## config.mk

```make
export PLATFORM = sky130hd
export DESIGN_NAME = pileup_read_base_parser
export DESIGN_NICKNAME = d
export VERILOG_FILES = /design/src/sv/prb_pkg.sv /design/src/sv/prb_parser.sv /design/src/sv/prb_counter.sv /design/src/sv/pileup_read_base_parser.sv
export SDC_FILE = /design/constraint.sdc
export NUM_CORES = 1
export LEC_CHECK = 0
export ABC_AREA = 1
export BUFFER_PORTS_ARGS = -buffer_cell sky130_fd_sc_hd__buf_4
export CAP_MARGIN = 5
export CORE_ASPECT_RATIO = 0.7
export CORE_MARGIN = 4
export CORE_UTILIZATION = 45
export DETAILED_ROUTE_END_ITERATION = 16
export GPL_TIMING_DRIVEN = 1
export PLACE_DENSITY = 0.72
export SLEW_MARGIN = 20
export SYNTH_ARGS = -nofsm -noshare
export SYNTH_HDL_FRONTEND = slang
export SYNTH_SLANG_ARGS = --single-unit
```

## constraint.sdc

```tcl
create_clock -name clk -period 7.49 [get_ports clk]
set_input_delay 0.749 -clock clk [delete_from_list [all_inputs] [get_ports clk]]
set_output_delay 0.749 -clock clk [all_outputs]
set_load 0.02 [all_outputs]
```

## src/sv/prb_pkg.sv

```systemverilog
package prb_pkg;

  localparam int COUNT_BITS     = 16;
  localparam int INDEL_LEN_BITS = 16;

  localparam logic [7:0] SYM_DOT   = 8'h2E;
  localparam logic [7:0] SYM_COMMA = 8'h2C;
  localparam logic [7:0] SYM_CARET = 8'h5E;
  localparam logic [7:0] SYM_PLUS  = 8'h2B;
  localparam logic [7:0] SYM_MINUS = 8'h2D;

  localparam logic [7:0] SYM_UP_A = 8'h41;
  localparam logic [7:0] SYM_UP_C = 8'h43;
  localparam logic [7:0] SYM_UP_G = 8'h47;
  localparam logic [7:0] SYM_UP_T = 8'h54;
  localparam logic [7:0] SYM_UP_Z = 8'h5A;
  localparam logic [7:0] SYM_LO_A = 8'h61;
  localparam logic [7:0] SYM_LO_Z = 8'h7A;
  localparam logic [7:0] SYM_D0   = 8'h30;
  localparam logic [7:0] SYM_D9   = 8'h39;

  localparam logic [1:0] CODE_A = 2'd0;
  localparam logic [1:0] CODE_C = 2'd1;
  localparam logic [1:0] CODE_G = 2'd2;
  localparam logic [1:0] CODE_T = 2'd3;

  typedef enum logic [2:0] {
    MODE_NORMAL   = 3'd0,
    MODE_SKIP_ONE = 3'd1,
    MODE_SIGN     = 3'd2,
    MODE_DIGITS   = 3'd3,
    MODE_SKIP_N   = 3'd4
  } mode_t;

  typedef struct packed {
    logic       valid;
    logic [1:0] code;
    logic       fwd;
  } base_t;

  typedef logic [COUNT_BITS-1:0]     count_t;
  typedef logic [INDEL_LEN_BITS-1:0] indel_t;

  function automatic logic is_digit(input logic [7:0] c);
    return (c >= SYM_D0) && (c <= SYM_D9);
  endfunction

  function automatic logic [7:0] to_upper(input logic [7:0] c);
    return ((c >= SYM_LO_A) && (c <= SYM_LO_Z)) ? c - 8'h20 : c;
  endfunction

  function automatic logic [7:0] to_lower(input logic [7:0] c);
    return ((c >= SYM_UP_A) && (c <= SYM_UP_Z)) ? c + 8'h20 : c;
  endfunction

  // Map a letter to a base; upper case means forward strand.
  function automatic base_t decode_letter(input logic [7:0] letter);
    base_t b;
    b.valid = 1'b1;
    b.fwd   = (letter >= SYM_UP_A) && (letter <= SYM_UP_Z);
    b.code  = CODE_A;
    unique case (to_upper(letter))
      SYM_UP_A: b.code = CODE_A;
      SYM_UP_C: b.code = CODE_C;
      SYM_UP_G: b.code = CODE_G;
      SYM_UP_T: b.code = CODE_T;
      default: begin
        b.valid = 1'b0;
        b.fwd   = 1'b0;
      end
    endcase
    return b;
  endfunction

endpackage

```

## src/sv/prb_parser.sv

```systemverilog
module prb_parser
  import prb_pkg::*;
(
  input  logic       clk,
  input  logic       rst,
  input  logic       advance,
  input  logic [7:0] symbol,
  input  logic [7:0] ref_base,
  input  logic       last_char,
  output base_t      base
);

  mode_t  mode, mode_next;
  indel_t skip, skip_next;

  base_t  norm_base;
  mode_t  norm_mode;
  logic [7:0] letter;
  logic       digit;
  logic [INDEL_LEN_BITS+3:0] acc;
  indel_t skip_dec;

  localparam indel_t INDEL_MAX = {INDEL_LEN_BITS{1'b1}};

  // Normal-mode handling of the current character.
  always_comb begin
    priority if (symbol == SYM_DOT) begin
      letter = to_upper(ref_base);
    end else if (symbol == SYM_COMMA) begin
      letter = to_lower(ref_base);
    end else begin
      letter = symbol;
    end
    norm_base = decode_letter(letter);
    norm_mode = MODE_NORMAL;
    if (symbol == SYM_CARET) begin
      norm_mode = MODE_SKIP_ONE;
      norm_base = '0;
    end else if (symbol == SYM_PLUS || symbol == SYM_MINUS) begin
      norm_mode = MODE_SIGN;
      norm_base = '0;
    end
  end

  assign digit    = is_digit(symbol);
  assign acc      = ({4'b0, skip} << 3) + ({4'b0, skip} << 1)
                  + (INDEL_LEN_BITS+4)'(symbol[3:0]);
  assign skip_dec = skip - indel_t'(1);

  always_comb begin
    mode_next = mode;
    skip_next = skip;
    base      = '0;
    unique case (mode)
      MODE_SKIP_ONE: begin
        mode_next = MODE_NORMAL;
      end
      MODE_SIGN: begin
        if (digit) begin
          skip_next = indel_t'(symbol[3:0]);
          mode_next = MODE_DIGITS;
        end else begin
          mode_next = norm_mode;
          base      = norm_base;
        end
      end
      MODE_DIGITS: begin
        if (digit) begin
          skip_next = (acc > {4'b0, INDEL_MAX}) ? INDEL_MAX : acc[INDEL_LEN_BITS-1:0];
        end else if (skip == '0) begin
          mode_next = norm_mode;
          base      = norm_base;
        end else begin
          skip_next = skip_dec;
          mode_next = (skip_dec != '0) ? MODE_SKIP_N : MODE_NORMAL;
        end
      end
      MODE_SKIP_N: begin
        if (skip == '0) begin
          mode_next = norm_mode;
          base      = norm_base;
        end else begin
          skip_next = skip_dec;
          if (skip_dec == '0) mode_next = MODE_NORMAL;
        end
      end
      default: begin
        mode_next = norm_mode;
        base      = norm_base;
      end
    endcase
    // drop any unfinished parse at the end of a column
    if (last_char) begin
      mode_next = MODE_NORMAL;
      skip_next = '0;
    end
  end

  always_ff @(posedge clk) begin
    if (rst) begin
      mode <= MODE_NORMAL;
      skip <= '0;
    end else if (advance) begin
      mode <= mode_next;
      skip <= skip_next;
    end
  end

endmodule

```

## src/sv/prb_counter.sv

```systemverilog
module prb_counter
  import prb_pkg::*;
(
  input  logic   clk,
  input  logic   rst,
  input  logic   advance,
  input  base_t  base,
  input  logic   last_char,
  output count_t counts_next [4]
);

  count_t counts [4];

  always_comb begin
    for (int k = 0; k < 4; k++) begin
      counts_next[k] = counts[k];
      if (base.valid && base.code == 2'(k) && counts[k] != '1) begin
        counts_next[k] = counts[k] + count_t'(1);
      end
    end
  end

  always_ff @(posedge clk) begin
    if (rst) begin
      for (int k = 0; k < 4; k++) counts[k] <= '0;
    end else if (advance) begin
      for (int k = 0; k < 4; k++) counts[k] <= last_char ? '0 : counts_next[k];
    end
  end

endmodule

```

## src/sv/pileup_read_base_parser.sv

```systemverilog
// Channel   Dir  tdata (low bit up)                              tuser       tlast
// s_axis    in   symbol[7:0], ref_base[15:8]                     -           last_char
// m_axis    out  base_code[1:0], strand[2], count_a[18:3],       base_valid  column_done
//                count_c[34:19], count_g[50:35], count_t[66:51], zero pad
// One item per cycle unless m_axis stalls; each item passes the input, then the result register.
// Parse mode, indel length and counts update as an item moves from the input
// register to the result register, so the next item always sees fresh state.
// A stall on m_axis holds the result register and backs up into the input
// register; rst clears both registers' valid flags and all parse state.
module pileup_read_base_parser
  import prb_pkg::*;
(
  input  logic        clk,
  input  logic        rst,
  input  logic        s_axis_tvalid,
  output logic        s_axis_tready,
  input  logic [15:0] s_axis_tdata,  // symbol, ref_base
  input  logic        s_axis_tlast,  // last_char
  output logic        m_axis_tvalid,
  input  logic        m_axis_tready,
  output logic [71:0] m_axis_tdata,  // base_code, strand, count_a, count_c, count_g, count_t
  output logic        m_axis_tuser,  // base_valid
  output logic        m_axis_tlast   // column_done
);

  logic       in_valid;
  logic [7:0] in_symbol;
  logic [7:0] in_ref;
  logic       in_last;

  logic       advance;
  base_t      base;
  count_t     counts_next [4];

  assign advance       = in_valid && (!m_axis_tvalid || m_axis_tready);
  assign s_axis_tready = !in_valid || advance;

  always_ff @(posedge clk) begin
    if (rst) begin
      in_valid <= 1'b0;
    end else if (s_axis_tready) begin
      in_valid <= s_axis_tvalid;
    end
  end

  always_ff @(posedge clk) begin
    if (s_axis_tvalid && s_axis_tready) begin
      in_symbol <= s_axis_tdata[7:0];
      in_ref    <= s_axis_tdata[15:8];
      in_last   <= s_axis_tlast;
    end
  end

  prb_parser u_parser (
    .clk            (clk),
    .rst            (rst),
    .advance        (advance),
    .symbol         (in_symbol),
    .ref_base       (in_ref),
    .last_char      (in_last),
    .base           (base)
  );

  prb_counter u_counter (
    .clk         (clk),
    .rst         (rst),
    .advance     (advance),
    .base        (base),
    .last_char   (in_last),
    .counts_next (counts_next)
  );

  always_ff @(posedge clk) begin
    if (rst) begin
      m_axis_tvalid <= 1'b0;
    end else if (advance) begin
      m_axis_tvalid <= 1'b1;
    end else if (m_axis_tready) begin
      m_axis_tvalid <= 1'b0;
    end
  end

  always_ff @(posedge clk) begin
    if (advance) begin
      m_axis_tdata <= {5'b0,
                       16'(counts_next[3]), 16'(counts_next[2]),
                       16'(counts_next[1]), 16'(counts_next[0]),
                       base.fwd, base.code};
      m_axis_tuser <= base.valid;
      m_axis_tlast <= in_last;
    end
  end

endmodule

```

==> results.yml <==
floorplan:
  die_x_um: 194.8
  fp.coreArea_um2: 23820
  die_h_um: 138.7
  dieArea_um2: 27020
  io_pins: 97
  rows: 47
  initial_core_util_pct: 46.13
sta:
  setup_slack_ns: 3.478
  min_period_ns: 4.012
  min_period_over_period_pct: 53.56
  hold_violations: 0
  skew_ns: 0.01901
  relSlewSlack_pct: 39.04
  worst_slew_pin_slew_ns: 0.9144
  tns_ns: 0
  fmax_mhz: 249.3
  setup_violations: 0
  final-max-slew-violation-count: 0
  rsz0062_at_grt: "no"
setup_path:
  path_common_cell: "nand2_1"
  crit_chain: "inv_1 -> ha_1 -> nand2_1 -> nor2_1 -> nand2_1 -> nand2_2 -> nand2_1 -> nand2_1 -> nand3_1 -> nand3_2 -> inv_1 -> ha_1 -> nand3_1 -> nand2_2 -> nand4_1 -> nand2_1 -> nor2_2 -> nand3_2 -> nand2_4 -> nand2_4 -> inv_2 -> nand3_1 -> nand2_1 -> a21oi_1"
  startpoint_type: "flop"
  path_buf_inv: 3
  cpPeakStageDelay_ns: 0.51
  path_delay_family: "simple AND/OR/NAND/NOR gates"
  crit_type: "flop to flop"
  required_ns: 7.64
  cp-end-kind: "flop"
  cpMaxStageDelayCell: "edfxtp_1"
  crit_fanout: 20
  arrival_ns: 4.17
grt:
  grt_use_total_pct: 18.94
  grt_pass1_wl_mm: 42.75
  first_global_vias: 8413
  antenna_found_initial: 0
  grt_remaining_overflow: 0
  grt_max_degree: 70
clock_tree:
  worst_skew_pair.late_latency_ns: 0.44
  cts_buffer_depth: 2
  cts_tree: "done"
  cts.clk_slew.worst_paths_ns: 0.08
  htreeDepth: 4
  cts.sinks: 171
  post-cts-setup-buffers: 0
  ctsHoldBuffers: 0
  cts_buffers: 17
  cts.repair.resized: 0
  cts-root-buf: "clkbuf_16"
final_layout:
  post_route_cells_drive_above_1_share_pct: 15.32
  fin_cells: 1721
  fin_nets: 1455
  fillers: 2134
  layout_common_cells: "313 x nand2_1, 150 x edfxtp_1, 146 x inv_1"
  area_growth_pct: 13.86
  num_antenna_cells: 0
  layout_commonest_cell: "nand2_1"
routing:
  drt_iter0_markers: 815
  routed_via_density: 5.336
  drcViolationCount: 0
  routed_wl_mm: 25.69
  wire_per_inst_um: 14.93
  vias: 9184
  drtPass1Iterations: 6
  ant_nets: 0
synth:
  syn-instance-count: 1308
  yosys_most_used_dff: "edfxtp_1"
  synth_area_um2: 10990
  synthArstFlopShare_pct: 0
  syn_avg_cell_area_um2: 8.400
  synth_warnings: 0
  synth_seq_area_share_pct: 44.82
  synth_edf_count: 150
  synth.distinct_cells: 53
  ys_ff_latch: 171
power:
  p_leak_nw: 5.262
  vdd_ir_drop_max_uv: 167.6
  power.total_mw: 2.283
  p_per_area_nw_per_um2: 182.5
placed_design:
  pre_cts_ws_ns: 3.468
  numPortBuffers: 91
  dp.final_hpwl_mm: 18.70
  place.gp.congestion: 0.9185
  dp_cells: 1689
job:
  drv_cap: 0
worst_hold_path:
  hp-class: "input pin to flop"
outcome:
  status: "complete, no violations"
report_power, final:
part / switching (mW) / internal (mW) / leakage [nW]
Sequential: 0.0358 / 1.09 / 1.67
Clock: 0.397 / 0.531 / 0.294
Combinational: 0.154 / 0.0738 / 3.29
kinds of logic after synthesis:
group	share of synthesized area, %
simple gates	27.95
buf+inv	7.516
compound gates	9.270
flops	44.82
xor+xnor	5.261
fa+ha+maj	5.147
other cells	0.03413
final cells by class:
type                    instances  area (µm²)  share of cell area, %
repair buffers                 94       705.7                  5.641
well taps                     318       397.9                  3.181
multi-input cells             944        5259                  42.04
clock inverters                15       186.4                  1.490
flip-flops and latches        171        4925                  39.37
clock buffers                  17       425.4                  3.401
inverters                     162       610.6                  4.881
stage by stage:
step	instance area (µm²)	hold slack, ns	util (%)
after floorplan	11000	0.4508	-
after global placement	11900	0.4801	49.96
after detailed placement	11900	0.4892	49.96
after CTS	12510	0.4608	52.52
after global routing	12510	0.4651	52.52
final	12510	0.4790	52.52
worst reg2reg max path, cell delays in order, from the launching register on:
cell	delay, ns
edfxtp_1	0.51
inv_1	0.18
ha_1	0.16
nand2_1	0.05
nor2_1	0.08
nand2_1	0.07
nand2_2	0.10
nand2_1	0.07
nand2_1	0.06
nand3_1	0.08
nand3_2	0.10
inv_1	0.10
ha_1	0.20
nand3_1	0.09
nand2_2	0.07
nand4_1	0.10
nand2_1	0.07
nor2_2	0.16
nand3_2	0.13
nand2_4	0.13
nand2_4	0.16
inv_2	0.32
nand3_1	0.45
nand2_1	0.23
a21oi_1	0.08
state kept, by name, summed over array words and instances (netlist names), 3 cells and up:
name / count
in_symbol: 8
m_axis_tdata: 67
u_parser.skip: 16
u_parser.mode: 3
u_counter.counts: 64
in_ref: 8
path summary, 6_finish.rpt:
check	end	start	cells past startpoint	slack, ns
setup / recovery	u_counter.counts[1][4]$_SDFFCE_PP0P_	in_ref[5]$_DFFE_PP_	24	3.48
hold / removal	in_symbol[1]$_DFFE_PP_	s_axis_tdata[1]	1	0.48
setup reg to reg	u_counter.counts[1][4]$_SDFFCE_PP0P_	in_ref[5]$_DFFE_PP_	24	3.48
hold reg to reg	m_axis_tlast$_DFFE_PP_	in_last$_DFFE_PP_	0	0.53
synth_stat cells, types with 7 or more instances:
master	n	area share (%)
inv_2	11	0.38
nand3_2	15	1.4
dfxtp_1	21	3.8
buf_4	7	0.48
a21oi_1	100	4.6
xor2_1	48	3.8
xnor2_1	18	1.4
ha_1	42	4.8
nand3_1	69	3.1
nand4_1	44	2.5
a21oi_2	11	0.88
inv_1	147	5.0
nor4_1	17	0.97
nor2_1	96	3.3
o21ai_0	45	2.0
nor3_1	37	1.7
clkbuf_1	16	0.55
o211ai_1	8	0.55
nand2_2	20	1.1
nand2_1	314	11
edfxtp_1	150	41
metal layers:
metal,part of all wire (%),track usage [%],up-vias
met5,0,0,-
met4,1.0,4.260,0
met3,6.5,3.667,18
met2,42,27.30,298
met1,51,29.44,4268
li1,-,-,4600
(Power assumes the default switching activity.)
